### config.mk
export PLATFORM = sky130hd
export DESIGN_NAME = swma_ram
export DESIGN_NICKNAME = d
export VERILOG_FILES = /design/src/hw/rtl/swma_pkg.sv /design/src/hw/rtl/swma_ram.sv
export SDC_FILE = /design/constraint.sdc
export NUM_CORES = 2
export LEC_CHECK = 0
export BUFFER_PORTS_ARGS = -buffer_cell sky130_fd_sc_hd__buf_4
export CAP_MARGIN = 30
export CORE_MARGIN = 10
export CORE_UTILIZATION = 40
export DETAILED_ROUTE_END_ITERATION = 16
export GPL_TIMING_DRIVEN = 1
export PLACE_DENSITY = 0.6
export SLEW_MARGIN = 20
export SYNTH_ARGS = -nofsm -noshare
export SYNTH_HDL_FRONTEND = slang
export SYNTH_SLANG_ARGS = --single-unit
### constraint.sdc
create_clock -name i_clk -period 3 [get_ports i_clk]
set_input_delay 0.15 -clock i_clk [delete_from_list [all_inputs] [get_ports i_clk]]
set_output_delay 0.15 -clock i_clk [all_outputs]
set_load 0.05 [all_outputs]
### src/hw/rtl/swma_pkg.sv
package swma_pkg;

    // Fixed field and bus widths.
    localparam int SAMPLE_W    = 8;
    localparam int WLEN_W      = 11;
    localparam int TWICE_W     = 9;
    localparam int TOTAL_W     = 32;
    localparam int S_TDATA_W   = 8;
    localparam int M_TDATA_W   = 48;
    localparam int APB_DATA_W  = 32;
    localparam int APB_ADDR_W  = 3;

    // Register index decoded from paddr[2].
    localparam logic REG_WINDOW_LENGTH = 1'b0;

    localparam logic [TOTAL_W-1:0] TOTAL_MAX = '1;

    // Control from the sequencer to the scan unit.
    typedef struct packed {
        logic start;  // clear the accumulator before a new scan
        logic step;   // one histogram bin arrives this cycle
        logic last;   // that bin is the last one
    } t_scan_ctl;

endpackage

### src/hw/rtl/swma_ram.sv
module swma_ram
    import swma_pkg::*;
#(
    parameter int DEPTH  = 256,
    parameter int ADDR_W = 8,
    parameter int DATA_W = 11
) (
    input  logic              i_clk,
    input  logic              i_we,
    input  logic [ADDR_W-1:0] i_waddr,
    input  logic [DATA_W-1:0] i_wdata,
    input  logic [ADDR_W-1:0] i_raddr,
    output logic [DATA_W-1:0] o_rdata
);

    logic [DATA_W-1:0] r_mem [DEPTH];
    logic [DATA_W-1:0] r_rdata;

    always_ff @(posedge i_clk) begin
        if (i_we) begin
            r_mem[i_waddr] <= i_wdata;
        end
        r_rdata <= r_mem[i_raddr];
    end

    assign o_rdata = r_rdata;

endmodule

# == Yosys cells after proc, flatten, opt, wreduce, memory -nomap -nowiden ==
# Memory sizes are Yosys's and may differ from the RTL's. A register that Yosys moved wholly into a read port is not among the register bits.
# Cells that the tools add are included.
# op_classes
n_addsub,0
n_mul,0
div,0
n_lt_le_gt_ge,0
n_eq_ne,0
n_shift,0
n_mux,2
bitwise,0
reduce_logical,0
# ops
cell,n
1-bit 2-to-1 mux,2
# totals
reg_bits,0
latch_bits,0
mem_bits_rw,2816
mem_bits_ro,0
in_bits,29
output_inout_bits,11
word_cells,3
mem_count,1
# memory_table
name,words,width,rd,rd_clocked_by_memory_dff,write_ports,line_no,text
r_mem,256,11,1,1,1,swma_ram.sv:16,logic [DATA_W-1:0] r_mem [DEPTH];

# == Longest topological paths before layout ==
# logic_depth
depth_word,2
depth_mapped,12
mapped_depth_nobuf,6

# == Worst setup path after synthesis ==
# No wires, ideal clock.
# synth_path
path_type,input -> register
start,input i_raddr[0]
end,"register r_rdata[4] (netlist: o_rdata[4]), read port of r_mem"
setup_time_ns,0.129
t_arrival_ns,2.103
required_time_ns,2.871
path_slack_ns,0.768
path_stages,10
n_path_buf,4
cell_sequence,buf_6 buf_6 buf_6 buf_2 mux2i_1 o22ai_1 a2111oi_1 a21oi_1 a2111oi_2 nor4_2
# synth_lines
item,line_no,text
start: declaration,swma_ram.sv:12,"input logic [ADDR_W-1:0] i_raddr,"
end: declaration,swma_ram.sv:17,logic [DATA_W-1:0] r_rdata;

==> metrics <==
port bufs 39; crit-path most repeated cell buf_4; Post-Layout Cell Count 9538; Initial Utilization between 40% and 50%; io pins 40; min-delay worst type input pin to flop; RSZ-0062 raised after global routing no; HPWL Detailed ~190000 µm; Worst Path Required approximately 3.7 ns; Hold Fails Final Rpt 0; slowest cell delay on critical path between 0.6 and 0.7 ns; pin count of the biggest net entering global routing 131; DRC viols 0; die height 541 µm; crit path max fanout 1; Die X roughly 540 µm; vias in the first global route 55.5k; dpl cells 9005; clock tree from TritonCTS built; num rows 191; vias post-DR 55.4k; CTS sink count 2827; Clock Root Buffer clkbuf_16; Num CTS Buffers slightly below 300; vias per inst approximately 5.8; ys async rst share 0%; H-tree Lvls 5; Max IR drop VDD 0.401 mV; Place WS -0.487 ns; Final Power 84.0 mW; clk buf depth 4; Arrival @ worst endpoint 3.61 ns; period utilization 95.7%; WL/cell 31.1 µm; final setup vio count 0; crit path cell chain mux4_2 > a22o_1 > a2111oi_0 > buf_4 > a21oi_1 > a2111oi_2 > buf_4 > nor4_1; crit start category flop; combinational fraction of design power ~5.5%; commonest non-fill, non-tap cell in the layout edfxtp_1; RePlAce Congestion 0.845; placed cell area 118000 µm²; initial antenna violation count 13; Psw 17.9 mW; drt initial violations approximately 7k; first-pass GRT wire length roughly 420000 µm; Slew @ Worst Pin 1.09 ns; DIE AREA approximately 300000 µm²; Clock Skew 0.0362 ns; GRT Total Usage 19.7%; warnings from Yosys 0; Area Growth Syn to Fin 17.3%; Synthesized Nets 5028; final wirelength 296000 µm; ANT nets after route 0; total of max-cap violations 0; share of cells above drive strength 1 29.8%; Max-slew headroom between 20% and 30%; slowest cell on the critical path a2111oi_0; CP Class flop to flop; Int Pwr about 66 mW; clk slew on worst S/H paths 0.06 ns; status complete, no violations; Seq/Total Area, Yosys 78.0%; Mapped Cells between 4k and 5k; most frequent cells in the layout edfxtp_1, buf_4, mux4_2; EDFF count, synth 2816; router iterations before antenna repair 6; Pleak between 40 and 50 nW; Slew Viols, Final 0; Core Area about 270000 µm²; Min Clock Period, post-route about 2.9 ns; fin area about 130000 µm²; FF+latch count, synth 2827; crit end category flop; setup tns final 0 ns; max frequency 348 MHz; most frequently used flop master after synthesis edfxtp_1; Net Sw Frac 21.3%; worst setup margin 0.128 ns; Syn Area/Cell 21.7 µm²; Clk network pwr share 42.5%; Worst-Skew Late Latency around 0.86 ns; Seq pwr share a little over half; post-synth cell types 58; nets 5772; power per cell area 659 nW/µm²; Mapped Area 109000 µm²; grt ovf 0
metal layers:
metal | wire length, µm | vias to the layer above | track usage, %
li1 | - | 22700 | -
met1 | 122000 | 29800 | 27.7
met2 | 140000 | 2482 | 31.0
met3 | 25200 | 429 | 4.02
met4 | 9960 | 6 | 6.31
met5 | 34 | - | 0
worst max-delay path: cells and delay by family (launching register included):
kind,cells,cell delay (ns)
compound gates,4,1.34
buf+inv,2,0.51
mux,1,0.46
flops,1,0.37
simple gates,1,0.07
state kept, by name, indices dropped and copies added, names as in the netlist:
name	cells
r_mem	2816
o_rdata	11
power by group through the flow:
stage / Clock (mW) / Combinational [mW] / Sequential (mW)
floorplan: 0 / 2.07 / 44.5
global placement: 0 / 4.53 / 44.5
detailed placement: 0 / 4.59 / 44.5
CTS: 36.3 / 4.62 / 43.7
global route: 37.9 / 4.81 / 43.6
finish: 35.7 / 4.60 / 43.7
layout make-up:
cell class	count	area, µm²
Tap cell	3570	4470
Sequential cell	2827	84800
Clock inverter	136	1570
Clock buffer	372	7720
Fill cell	22000	143000
Multi-Input combinational cell	1864	22200
Inverter	5	18.8
Antenna cell	10	25.0
Timing Repair Buffer	754	6720
through the flow:
stage | utilization [%] | hold WS (ns)
after floorplan | - | 0.249
after global placement | 43.6 | 0.495
after detailed placement | 43.6 | 0.485
after CTS | 47.1 | 0.000440
after global routing | 47.1 | 0.0531
final | 47.1 | 0.0501
final timing paths:
check / startpoint / to / slack (ns) / cells after the start
worst max-delay path: r_mem[182][1]$_DFFE_PP_ / o_rdata[1]$_DFF_P_ / 0.13 / 8
worst min-delay path: i_waddr[0] / r_mem[163][2]$_DFFE_PP_ / 0.05 / 4
worst max register to register: r_mem[182][1]$_DFFE_PP_ / o_rdata[1]$_DFF_P_ / 0.13 / 8
worst min register to register: r_mem[194][2]$_DFFE_PP_ / o_rdata[2]$_DFF_P_ / 1.15 / 4
synth_stat cells, types with 6 or more instances:
cell | instances | area [µm²]
a211oi_1 | 22 | 165
and2_1 | 6 | 37.5
nor2b_1 | 17 | 106
a22oi_1 | 125 | 938
o22ai_1 | 84 | 526
dfxtp_1 | 11 | 220
nand2b_1 | 10 | 62.6
o21ai_0 | 19 | 95.1
nor2_1 | 291 | 1090
nand2_1 | 52 | 195
nor3_1 | 39 | 195
nand3_1 | 40 | 200
clkbuf_1 | 139 | 522
mux4_2 | 614 | 13800
edfxtp_1 | 2816 | 84600
mux2i_1 | 229 | 2290
a221oi_1 | 31 | 272
a22o_1 | 36 | 315
a221o_1 | 6 | 60.1
a311oi_1 | 11 | 96.3
a32oi_1 | 6 | 52.6
buf_4 | 30 | 225
buf_2 | 53 | 265
a21boi_0 | 7 | 52.6
buf_1 | 22 | 82.6
o221ai_1 | 47 | 412
nor4_1 | 18 | 113
nand4_1 | 12 | 75.1
a21oi_1 | 76 | 380
buf_6 | 53 | 597
or3_1 | 8 | 50.1
a2111oi_0 | 6 | 52.6
cell families (layout without fill, tap and decap cells):
family | count (synthesis) | count (layout) | synth area share [%]
flip-flops | 2827 | 2827 | 78.0
multiplexers | 845 | 845 | 14.8
AND/OR/NAND/NOR | 516 | 516 | 2.13
AO/OA/AOI/OAI | 503 | 503 | 3.38
buffers and inverters | 308 | 1267 | 1.66
other | 0 | 10 | 0
what timing repair did:
| item | 4_1_cts | 5_1_grt |
|---|---|---|
| endpoints found under the hold margin | 712 | 0 |
| buffers inserted | 0 | 0 |
| gates resized for setup | 1 | 0 |
| hold buffers | 12 | 0 |
| setup endpoints to repair | 1 | 0 |
No activity file was read; power rests on OpenSTA's default activity.
