**src/hw/rtl/swma_pkg.sv**
```systemverilog
package swma_pkg;

    // Fixed field and bus widths.
    localparam int SAMPLE_W    = 8;
    localparam int WLEN_W      = 11;
    localparam int TWICE_W     = 9;
    localparam int TOTAL_W     = 32;
    localparam int S_TDATA_W   = 8;
    localparam int M_TDATA_W   = 48;
    localparam int APB_DATA_W  = 32;
    localparam int APB_ADDR_W  = 3;

    // Register index decoded from paddr[2].
    localparam logic REG_WINDOW_LENGTH = 1'b0;

    localparam logic [TOTAL_W-1:0] TOTAL_MAX = '1;

    // Control from the sequencer to the scan unit.
    typedef struct packed {
        logic start;  // clear the accumulator before a new scan
        logic step;   // one histogram bin arrives this cycle
        logic last;   // that bin is the last one
    } t_scan_ctl;

endpackage

```
**src/hw/rtl/swma_scan_unit.sv**
```systemverilog
module swma_scan_unit
    import swma_pkg::*;
#(
    parameter int BIN_W = 8,
    parameter int CNT_W = 11
) (
    input  logic             i_clk,
    input  t_scan_ctl        i_ctl,
    input  logic [CNT_W-1:0] i_len,
    input  logic [BIN_W-1:0] i_idx,
    input  logic [CNT_W-1:0] i_count,
    output logic             o_finish,
    output logic [BIN_W:0]   o_twice
);

    logic [CNT_W:0]   r_cum;
    logic             r_have_a;
    logic [BIN_W-1:0] r_a;
    logic [BIN_W-1:0] r_b;

    logic [CNT_W:0]   cum_n;
    logic [CNT_W:0]   lo_rank;
    logic [CNT_W:0]   hi_rank;
    logic             hit_a;
    logic             hit_b;

    // The two middle ranks coincide for an odd window.
    always_comb begin
        hi_rank = (CNT_W+1)'(i_len >> 1) + 1'b1;
        lo_rank = i_len[0] ? hi_rank : (CNT_W+1)'(i_len >> 1);
        cum_n   = r_cum + (CNT_W+1)'(i_count);
        hit_a   = !r_have_a && (cum_n >= lo_rank);
        hit_b   = cum_n >= hi_rank;
    end

    assign o_finish = i_ctl.step && (hit_b || i_ctl.last);
    assign o_twice  = (BIN_W+1)'(r_a) + (BIN_W+1)'(r_b);

    always_ff @(posedge i_clk) begin
        if (i_ctl.start) begin
            r_cum    <= '0;
            r_have_a <= 1'b0;
            r_a      <= '0;
            r_b      <= '0;
        end else if (i_ctl.step) begin
            r_cum <= cum_n;
            if (hit_a) begin
                r_a      <= i_idx;
                r_have_a <= 1'b1;
            end
            if (hit_b) begin
                r_b <= i_idx;
            end
        end
    end

endmodule

```
**config.mk**
```make
export PLATFORM = sky130hd
export DESIGN_NAME = swma_scan_unit
export DESIGN_NICKNAME = d
export VERILOG_FILES = /design/src/hw/rtl/swma_pkg.sv /design/src/hw/rtl/swma_scan_unit.sv
export SDC_FILE = /design/constraint.sdc
export NUM_CORES = 1
export LEC_CHECK = 0
export BUFFER_PORTS_ARGS = -buffer_cell sky130_fd_sc_hd__buf_2
export CELL_PAD_IN_SITES_DETAIL_PLACEMENT = 0
export CELL_PAD_IN_SITES_GLOBAL_PLACEMENT = 1
export CORE_MARGIN = 10
export CORE_UTILIZATION = 46
export CTS_BUF_LIST = sky130_fd_sc_hd__clkbuf_16
export DETAILED_ROUTE_END_ITERATION = 7
export PLACE_DENSITY = 0.95
export SYNTH_ARGS = -nofsm -noshare
export SYNTH_HDL_FRONTEND = slang
export SYNTH_SLANG_ARGS = --single-unit
```
**constraint.sdc**
```tcl
create_clock -name i_clk -period 10.5 [get_ports i_clk]
set_input_delay 2.1 -clock i_clk [delete_from_list [all_inputs] [get_ports i_clk]]
set_output_delay 2.1 -clock i_clk [all_outputs]
set_load 0.01 [all_outputs]
```
Yosys cells after proc, flatten, opt, wreduce, memory -nomap -nowiden
Cells that the tools add are included.
Storage, ports and cells
  memories kept: 0
  memory bits (read-only): 0
  logic and storage cells: 16
  output and inout port bits: 10
  register bits: 29
  latch bits: 0
  memory bits (writable): 0
Cells by class
  reduce and logical (&&, ||, !) cells: 6
  multiplexer cells: 1
  bitwise logic cells: 0
  divide/modulo/power cells: 0
  shift-type cells: 0
  $add $sub $neg: 3
  $lt $le $gt $ge: 2
  equality and inequality tests: 0
  $mul: 0
Operators with widths (count)
  $ge A12 B11 Y1: 2
  $add A12 B11 Y12: 1
  $add A10 B1 Y11 const B: 1
  $mux W11: 1
  $add A8 B8 Y9: 1
  $reduce_and A2 Y1: 2
  $logic_and A1 B1 Y1: 2
  $logic_not A1 Y1: 1
  $logic_or A1 B1 Y1: 1

Depth between registers and ports, before layout
Gate-level depths: netlist (run 1).
  depth in word-level cells: 5
  gate-level depth with buffers: 16
  depth with buffers taken out: 16

Worst setup path before layout (run 1)
No wires, ideal clock.
  path type: input port to output port
  start point: in i_count[0]
  end point: out o_finish
  stages on the path: 14
  slack: 3.789 ns
  data arrival time: 4.611 ns
  path through: ha_1 -> inv_1 -> fa_1 -> nor2b_1 -> o21a_1 -> or2_2 -> a21o_1 -> a21oi_1 -> xnor2_1 -> ha_1 -> nor2b_1 -> o21ai_0 -> a32oi_1 -> o31a_1
On the way
  cells in the longest elaborated chain, start to end: 4
Ends and longest elaborated chain
  start, declared: RTL line swma_scan_unit.sv:11  | input logic [CNT_W-1:0] i_count,
  $add A12 B11 Y12: RTL line swma_scan_unit.sv:31  | cum_n = r_cum + (CNT_W+1)'(i_count);
  via cum_n[6]: RTL line swma_scan_unit.sv:21  | logic [CNT_W:0] cum_n;
  $ge A12 B11 Y1: RTL line swma_scan_unit.sv:33  | hit_b = cum_n >= hi_rank;
  $logic_or A1 B1 Y1: RTL line swma_scan_unit.sv:36  | assign o_finish = i_ctl.step && (hit_b || i_ctl.last);
  $logic_and A1 B1 Y1: RTL line swma_scan_unit.sv:36
  end, declared: RTL line swma_scan_unit.sv:12  | output logic o_finish,
The timed path passes the listed nets, and every way through them passes these cells.

Worst setup path in the final report (run 1)
Same ends and word-level chain as after synthesis.

==> run summary, run 1 <==
status = complete, no violations
Leak = 0.00150 uW
slowest CP cell = o31a_1
Die H = 96.1 um
antenna fix cells = 0
post-synthesis async set-or-reset flop share = 0%
main area contributors after synthesis = dfxtp_1 22%, ha_1 20%, mux2i_1 8.6%
WP data arrival = 5.16 ns
Worst Setup End Kind = output pin
worst-path cell chain = buf_2 > ha_1 > inv_1 > fa_1 > nor2b_1 > o21a_1 > or2_2 > a21o_1 > a21oi_1 > xnor2_1 > ha_1 > nor2b_1 > o21ai_0 > a32oi_1 > o31a_1 > buf_2
syn_nets = 387
Core Area = 0.00557 mm^2
CTS tree = done
# hold bufs at CTS = 0
post-synth top area cell = dfxtp_1
clk_skew = 0.00438 ns
Yosys reg bits = 29
pin count of the biggest net entering global routing = 29
# IOs = 44
layout cell share with drive strength beyond 1 = 17.0%
Initial Util = 47.8%
setup TNS = 0 ns
antenna violations before repair = 0
syn_area_per_cell = 8.62 um^2
Most used DFF post-synth = dfxtp_1
post-synthesis cell type count = 45
Slew HR = 51.3%
top cells by count, synth = 42 x ha_1, 40 x nand2_1, 29 x dfxtp_1
Routed WL = 5.78 mm
wire per inst = 13.6 um
Final min period = 7.26 ns
Die Wd = 96.1 um
clock sinks = 29
pwr/cell area = 188 mW/mm^2
post-CTS sizing = 0
critical path type = input port to output pin
initial drt markers = 114
Slowest Stage Delay on Critical Path = 0.33 ns
Hold Path Class = register to register
final core utilization = 56.1%
CP max FO = 3
total die area = 0.00923 mm^2
Area Growth Syn to Fin = 17.5%
period utilization = 69.2%
HPWL after DPL = 4.62 mm
EDFF count, synth = 0
CTS H-tree depth = 2
Synth top area share = 21.8%
Peak VDD IR = 0.0000902 V
crit start category = input port
PortBufs = 43
gpl congestion = 0.872
register area share after synthesis = 21.8%
synthesized area = 0.00266 mm^2
total global routing overflow = 0
TritonRoute pass-1 iters = 4
Max Freq = 138 MHz
layout net count = 429
Worst-Skew Late Latency = 0.28 ns
gr usage total = 12.9%
pins over their slew limit = 0
total number of vias = 2268
vias in the first global route = 2193
Root Driver = clkbuf_16
site row count = 27
first-pass GRT wire length = 9.61 mm
count leader, synth = ha_1
Routed Antenna Nets = 0
Synth Instances = 309
worst slew pin tran = 0.726 ns
final setup fails = 0
Post-CTS Setup Bufs = 0
via/cell ratio = 5.35
DRC Markers = 0
Final Hold Viols = 0
Inserted Clock Buffers = 5
Max Cap Violations = 0
RSZ-0062 raised after global routing = no
worst-case clock buffer depth = 2
Req. time, crit path = 8.40 ns
YS warnings = 0
CTS clk-pin slew, worst paths = 0.05 ns
-- sequential cells by signal (all words and copies together) (netlist names) --
| name | flops |
|---|---|
| r_a | 8 |
| r_b | 8 |
| r_cum | 12 |
| r_have_a | 1 |
-- placed cells by master (no fill, tap or decap), drive strengths merged, types with 3 or more instances in the layout --
cell type,instances
a211oi,3
a21o,5
a21oi,13
and3,7
buf,43
clkbuf,5
dfxtp,29
ha,42
inv,13
mux2i,23
nand2,40
nand2b,6
nand3b,3
nand4,5
nor2,16
nor2b,5
nor3,3
o21a,8
o21ai,16
o221ai,3
xnor2,17
xor2,15
-- critical path: cells and delay by family --
family,cells,cell delay [ns]
buffers and inverters,3,0.32
AO/OA/AOI/OAI,6,1.37
adder cells (fa/ha/maj),3,0.71
AND/OR/NAND/NOR,3,0.48
XOR/XNOR,1,0.19
-- cell type report --
type / instances / area, um^2
fillers: 538 / 2440
multi-input cells: 258 / 2000
flip-flops and latches: 29 / 581
repair buffers: 43 / 215
clock buffers: 5 / 125
well taps: 72 / 90.1
clock inverters: 3 / 65.1
inverters: 14 / 52.6
-- routing by layer --
layer	GRT usage [%]	wire (um)	vias to the layer above
met4	4.79	93	0
met5	0	0	-
met2	20.2	2620	37
met3	4.20	312	8
met1	16.2	2760	1026
li1	-	-	1197
-- where the power goes --
part           internal, uW  leakage, uW  switching, uW  total [uW]
Clock                   135    0.0000938           49.2         184
Sequential              132     0.000238           12.8         144
Combinational           118      0.00117            140         258
-- cell families (layout without fill, tap and decap cells) --
| family | after synthesis | count (layout) | share of synthesized area (%) |
|---|---|---|---|
| AND/OR/NAND/NOR | 93 | 93 | 16.9 |
| AO/OA/AOI/OAI | 66 | 66 | 17.8 |
| adder cells (fa/ha/maj) | 44 | 44 | 21.2 |
| XOR/XNOR | 32 | 32 | 10.5 |
| flip-flops | 29 | 29 | 21.8 |
| multiplexers | 23 | 23 | 8.64 |
| buffers and inverters | 22 | 65 | 3.10 |
-- final timing paths --
kind	start	end	slack, ns	cells after the start
hold reg to reg	r_b[2]$_SDFFE_PP0P_	r_b[2]$_SDFFE_PP0P_	0.47	2
setup reg to reg	r_cum[0]$_SDFFE_PP0P_	r_a[0]$_SDFFE_PP0P_	6.87	15
hold / removal	r_b[2]$_SDFFE_PP0P_	r_b[2]$_SDFFE_PP0P_	0.47	2
setup / recovery	i_count[0]	o_finish	3.24	16
-- stage by stage --
| stage | power (uW) | instance area [um^2] | setup slack, ns | cells | hold slack, ns |
|---|---|---|---|---|---|
| after floorplan | 340 | 2660 | 3.79 | 309 | 0.438 |
| after global placement | 397 | 2940 | 3.33 | 416 | 0.448 |
| after detailed placement | 403 | 2940 | 3.28 | 416 | 0.458 |
| after CTS | 592 | 3130 | 3.27 | 424 | 0.465 |
| after global routing | 633 | 3130 | 3.01 | 424 | 0.492 |
| final | 587 | 3130 | 3.24 | 424 | 0.465 |
No activity file was read; power rests on OpenSTA's default activity.
==> run 2, diff against run 1 <==
--- a/config.mk
+++ b/config.mk
@@ -9,10 +9,10 @@
 export CELL_PAD_IN_SITES_DETAIL_PLACEMENT = 0
 export CELL_PAD_IN_SITES_GLOBAL_PLACEMENT = 1
 export CORE_MARGIN = 10
-export CORE_UTILIZATION = 46
+export CORE_UTILIZATION = 43
 export CTS_BUF_LIST = sky130_fd_sc_hd__clkbuf_16
 export DETAILED_ROUTE_END_ITERATION = 7
-export PLACE_DENSITY = 0.95
+export PLACE_DENSITY = 0.91
 export SYNTH_ARGS = -nofsm -noshare
 export SYNTH_HDL_FRONTEND = slang
 export SYNTH_SLANG_ARGS = --single-unit
==> constraint.sdc (replaced) <==
create_clock -name i_clk -period 7.45 [get_ports i_clk]
set_input_delay 1.49 -clock i_clk [delete_from_list [all_inputs] [get_ports i_clk]]
set_output_delay 1.49 -clock i_clk [all_outputs]
set_load 0.01 [all_outputs]
==> run summary, run 2 (synthesis gave the netlist of run 1 again) <==
worst slew pin tran = 0.710 ns (-0.0169 ns)
Worst Setup End Kind = output pin
crit path buf inv count = 3 (unchanged)
Area Growth Syn to Fin = 15.5%
setup TNS = 0 ns (unchanged)
Inserted Clock Buffers = 5 (unchanged)
Routed Antenna Nets = 0 (unchanged)
Worst Hold End = r_b[2]$_SDFFE_PP0P_
RSZ-0062 raised after global routing = no
CTS clk-pin slew, worst paths = 0.05 ns (about the same)
P_int = 470 uW (+22%)
final core utilization = 51.6% (-4.5 points)
Slowest Stage Delay on Critical Path = 0.33 ns (about the same)
final setup fails = 0 (unchanged)
total number of vias = 2260 (-0.35%)
worst r2r src = r_cum[0]$_SDFFE_PP0P_
slowest CP cell = o31a_1
DRC Markers = 0 (unchanged)
HPWL after DPL = 4.70 mm (+1.8%)
WP data arrival = 4.53 ns (-0.63 ns)
worst-path cell chain = buf_2 > ha_1 > inv_1 > fa_1 > nor2b_1 > o21a_1 > or2_2 > a21o_1 > a21oi_1 > xnor2_1 > ha_1 > nor2b_1 > o21ai_0 > a32oi_1 > o31a_1 > buf_2
clk_skew = 0.00611 ns (+0.00172 ns)
GRT met3 Usage = 3.21% (-0.99 points)
Final min period = 6.02 ns
pins over their slew limit = 0 (unchanged)
Biggest register = r_cum
met2 usage in global routing = 18.8% (-1.4 points)
Final Hold Viols = 0 (unchanged)
CTS H-tree depth = 2 (unchanged)
Post-CTS Setup Bufs = 0 (unchanged)
Worst-Skew Late Latency = 0.27 ns (about the same)
Root Driver = clkbuf_16
total global routing overflow = 0 (unchanged)
vias in the first global route = 2182 (-0.50%)
Initial Util = 44.7% (-3.1 points)
max reg flops = 12 (unchanged)
share of power burned in registers = 27.4% (+2.8 points)
Die H = 98.7 um (+2.7%)
gpl congestion = 0.830 (-4.7%)
Req. time, crit path = 5.96 ns (-2.44 ns)
antenna fix cells = 0 (unchanged)
Max Cap Violations = 0 (unchanged)
Psw = 274 uW (+36%)
pin count of the biggest net entering global routing = 29 (unchanged)
TritonRoute pass-1 iters = 6 (+2)
Crit path max-delay family = compound AO/OA/AOI/OAI gates
post-CTS sizing = 0 (unchanged)
status = complete, no violations
combinational cell fraction of total power = 48.3% (+4.3 points)
reg2reg end = r_a[0]$_SDFFE_PP0P_
antenna violations before repair = 0 (unchanged)
first-pass GRT wire length = 9.69 mm (+0.79%)
pwr/cell area = 242 mW/mm^2 (+29%)
Routed WL = 5.70 mm (-1.5%)
R2R depth = 15 (unchanged)
Hold Path Stages = 2 (unchanged)
Core Area = 0.00596 mm^2 (+6.8%)
CP max FO = 3 (unchanged)
fillers = 592 (+10%)
most common cell after layout, fill and taps aside = buf_2
Die Wd = 98.7 um (+2.7%)
Slew HR = 52.4% (+1.1 points)
Max Freq = 166 MHz
site row count = 28 (+3.7%)
layout net count = 429 (unchanged)
worst-case clock buffer depth = 2 (unchanged)
# hold bufs at CTS = 0 (unchanged)
initial drt markers = 81 (-29%)
# IOs = 44 (unchanged)
most frequent cells in the layout = 43 x buf_2, 42 x ha_1, 40 x nand2_1, 29 x dfxtp_1, 23 x mux2i_1
sw frac = 36.8% (+2.4 points)
CTS tree = done
worst reg-to-reg setup slack = 3.88 ns (-2.99 ns)
HP Start = r_b[2]$_SDFFE_PP0P_
clock sinks = 29 (unchanged)
layout cell share with drive strength beyond 1 = 16.2% (-0.81 points)
Critical Path Start = i_count[0]
largest registers = r_cum x12, r_a x8, r_b x8
critical path type = input port to output pin
Hold Path Class = register to register
via/cell ratio = 5.31 (-0.82%)
crit start category = input port
met1 usage = 14.4% (-1.8 points)
gr usage total = 11.4% (-1.5 points)
period utilization = 80.8%
PortBufs = 43 (unchanged)
Peak VDD IR = 0.000146 V (+62%)
wire per inst = 13.4 um (-1.9%)
total die area = 0.00974 mm^2 (+5.5%)
layer with the highest usage = met2
Clock Power Share = 24.3% (-7.1 points)
Leak = 0.00148 uW (-1.7%)
run 2: power groups by stage:
stage	Clock [uW]	Combinational (uW)	Sequential (uW)
floorplan	0	277	202
global placement	0	355	205
detailed placement	0	363	207
CTS	186	365	204
global route	191	412	207
finish	181	360	204
run 2: worst max-delay path by stage:
stage	slack, ns	endpoint	cells past startpoint
floorplan	1.96	o_finish	14
global placement	1.45	o_finish	16
detailed placement	1.43	o_finish	16
CTS	1.42	o_finish	16
global route	1.21	o_finish	17
finish	1.43	o_finish	16
run 2: area by class of cell:
| cell class | instances | area [um^2] | share of cell area (%) |
|---|---|---|---|
| clock inverter | 2 | 7.51 | 0.244 |
| inverter | 14 | 52.6 | 1.71 |
| clock buffer | 5 | 125 | 4.07 |
| sequential | 29 | 581 | 18.9 |
| timing repair buffer | 43 | 215 | 7.00 |
| tap | 75 | 93.8 | 3.05 |
| multi-input combinational | 258 | 2000 | 65.1 |
run 2: routing by layer:
metal  up-vias  part of all wire, %
li1       1195                    -
met3         4                  4.9
met4         0                 0.70
met2        34                   47
met5         -                    0
met1      1027                   48
run 2: through the flow:
stage                     instance area, um^2  power [uW]  hold slack, ns  worst slack [ns]  cells
after global placement                   2940         560           0.449              1.45    419
final                                    3080         744           0.466              1.43    426
after global routing                     3080         811           0.491              1.21    426
after floorplan                          2660         479           0.438              1.96    309
after CTS                                3080         755           0.464              1.42    426
after detailed placement                 2940         570           0.457              1.43    419
run 2: worst min-delay path, stage by stage, from the launching register on:
cell	delay (ns)
dfxtp_1	0.31
nand2_1	0.05
mux2i_1	0.05
==> run 3, diff against run 2 <==
--- a/config.mk
+++ b/config.mk
@@ -9,10 +9,10 @@
 export CELL_PAD_IN_SITES_DETAIL_PLACEMENT = 0
 export CELL_PAD_IN_SITES_GLOBAL_PLACEMENT = 1
 export CORE_MARGIN = 10
-export CORE_UTILIZATION = 43
+export CORE_UTILIZATION = 39
 export CTS_BUF_LIST = sky130_fd_sc_hd__clkbuf_16
 export DETAILED_ROUTE_END_ITERATION = 7
-export PLACE_DENSITY = 0.91
+export PLACE_DENSITY = 0.87
 export SYNTH_ARGS = -nofsm -noshare
 export SYNTH_HDL_FRONTEND = slang
 export SYNTH_SLANG_ARGS = --single-unit
==> constraint.sdc (replaced) <==
create_clock -name i_clk -period 5.01 [get_ports i_clk]
set_input_delay 1.002 -clock i_clk [delete_from_list [all_inputs] [get_ports i_clk]]
set_output_delay 1.002 -clock i_clk [all_outputs]
set_load 0.01 [all_outputs]
==> run summary, run 3 (synthesis gave the netlist of run 1 again) <==
# hold bufs at CTS = 0 (unchanged)
Biggest register = r_cum
Post-CTS Setup Bufs = 0 (unchanged)
Max Freq = 206 MHz
most common cell after layout, fill and taps aside = buf_2
Max Cap Violations = 0 (unchanged)
total number of vias = 2271 (+0.49%)
worst-case clock buffer depth = 2 (unchanged)
Area after DPL = 0.00297 mm^2 (+0.98%)
most frequent cells in the layout = 43 x buf_2, 42 x ha_1, 40 x nand2_1, 29 x dfxtp_1, 23 x mux2i_1
R2R depth = 13 (-2)
Die Wd = 103 um (+4.0%)
TritonRoute pass-1 iters = 4 (-2)
final setup fails = 0 (unchanged)
fillers = 669 (+13%)
site row count = 30 (+7.1%)
largest registers = r_cum x12, r_a x8, r_b x8
Initial Util = 39.6% (-5.1 points)
Req. time, crit path = 4.01 ns (-1.95 ns)
clock sinks = 29 (unchanged)
Area Growth Syn to Fin = 17.6%
Hold Path Stages = 2 (unchanged)
worst slew pin tran = 0.744 ns (+0.0341 ns)
CP max FO = 3 (unchanged)
Worst Setup End Kind = output pin
Peak VDD IR = 0.000188 V (+28%)
status = complete, no violations
pwr/cell area = 365 mW/mm^2 (+51%)
CTS tree = done
slowest CP cell = o31a_1
wire per inst = 13.5 um (+0.97%)
Total Power = 1140 uW (+54%)
clk_skew = 0.00565 ns (-0.000461 ns)
Final min period = 4.86 ns
first-pass GRT wire length = 10.5 mm (+7.9%)
antenna violations before repair = 0 (unchanged)
Routed Antenna Nets = 0 (unchanged)
Final Hold Viols = 0 (unchanged)
layout net count = 432 (+0.70%)
Leak = 0.00151 uW (+2.0%)
Cells after DPL = 427 (+1.9%)
WP data arrival = 3.85 ns (-0.68 ns)
Finished Layout Cells = 435 (+2.1%)
Core Area = 0.00672 mm^2 (+13%)
design area = 0.00313 mm^2 (+1.9%)
CTS clk-pin slew, worst paths = 0.05 ns (about the same)
total die area = 0.0105 mm^2 (+8.1%)
Hold Path Class = register to register
Worst-Skew Late Latency = 0.27 ns (about the same)
crit start category = input port
layout cell share with drive strength beyond 1 = 18.9% (+2.6 points)
Inserted Clock Buffers = 5 (unchanged)
gr usage total = 12.0% (+0.62 points)
vias in the first global route = 2388 (+9.4%)
via/cell ratio = 5.22 (-1.6%)
Hold WS = 0.464 ns (-0.00142 ns)
Slowest Stage Delay on Critical Path = 0.32 ns (about the same)
setup TNS = 0 ns (unchanged)
initial drt markers = 67 (-17%)
worst-path cell chain = buf_2 > ha_1 > inv_1 > fa_2 > nor2b_1 > o21a_1 > or2_2 > a21o_1 > a21oi_2 > xnor2_2 > ha_1 > nor2b_1 > o21ai_0 > a32oi_1 > o31a_1 > buf_2
Slew HR = 50.1% (-2.3 points)
antenna fix cells = 0 (unchanged)
post-CTS sizing = 0 (unchanged)
pin count of the biggest net entering global routing = 29 (unchanged)
total global routing overflow = 0 (unchanged)
period utilization = 96.9%
Root Driver = clkbuf_16
HPWL after DPL = 4.83 mm (+2.8%)
Die H = 103 um (+4.0%)
critical path type = input port to output pin
PortBufs = 43 (unchanged)
CTS H-tree depth = 2 (unchanged)
DRC Markers = 0 (unchanged)
# IOs = 44 (unchanged)
pins over their slew limit = 0 (unchanged)
max reg flops = 12 (unchanged)
Routed WL = 5.87 mm (+3.1%)
gpl congestion = 0.880 (+6.0%)
run 3: per-stage QoR:
step,utilization [%],worst slack (ns)
after floorplan,-,0.495
after global placement,44.2,0.128
after detailed placement,44.2,0.0857
after CTS,46.3,0.0760
after global routing,46.6,-0.0134
final,46.6,0.155
run 3: critical path: cells and delay by family:
kind                     cells  cell delay [ns]
AND/OR/NAND/NOR              3             0.47
buffers and inverters        3             0.33
XOR/XNOR                     1             0.14
AO/OA/AOI/OAI                6             1.21
adder cells (fa/ha/maj)      3             0.69
run 3: final cells by class:
class / instances / area, um^2 / share of cell area [%]
Clock buffer: 5 / 125 / 3.99
Clock inverter: 3 / 13.8 / 0.439
Tap cell: 80 / 100 / 3.19
Sequential cell: 29 / 581 / 18.5
Inverter: 14 / 52.6 / 1.68
Timing Repair Buffer: 46 / 238 / 7.59
Multi-Input combinational cell: 258 / 2020 / 64.6
run 3: path summary, 6_finish.rpt:
path / from / to / slack (ns)
worst max-delay path: i_count[0] / o_finish / 0.15
worst min-delay path: r_a[6]$_SDFFE_PP0P_ / r_a[6]$_SDFFE_PP0P_ / 0.46
worst max register to register: r_cum[1]$_SDFFE_PP0P_ / r_a[1]$_SDFFE_PP0P_ / 1.40
worst min register to register: r_a[6]$_SDFFE_PP0P_ / r_a[6]$_SDFFE_PP0P_ / 0.46
run 3: power breakdown:
group	internal (uW)	total [uW]	switching, uW
logic	267	565	298
clock network	179	276	96.3
registers	276	304	27.7
total	723	1140	422
run 3: layer usage:
layer / wire length [um] / vias to the layer above / track usage (%)
li1: - / 1206 / -
met1: 2710 / 1036 / 14.5
met2: 2910 / 25 / 20.8
met3: 219 / 4 / 2.95
met4: 34 / 0 / 2.93
met5: 0 / - / 0
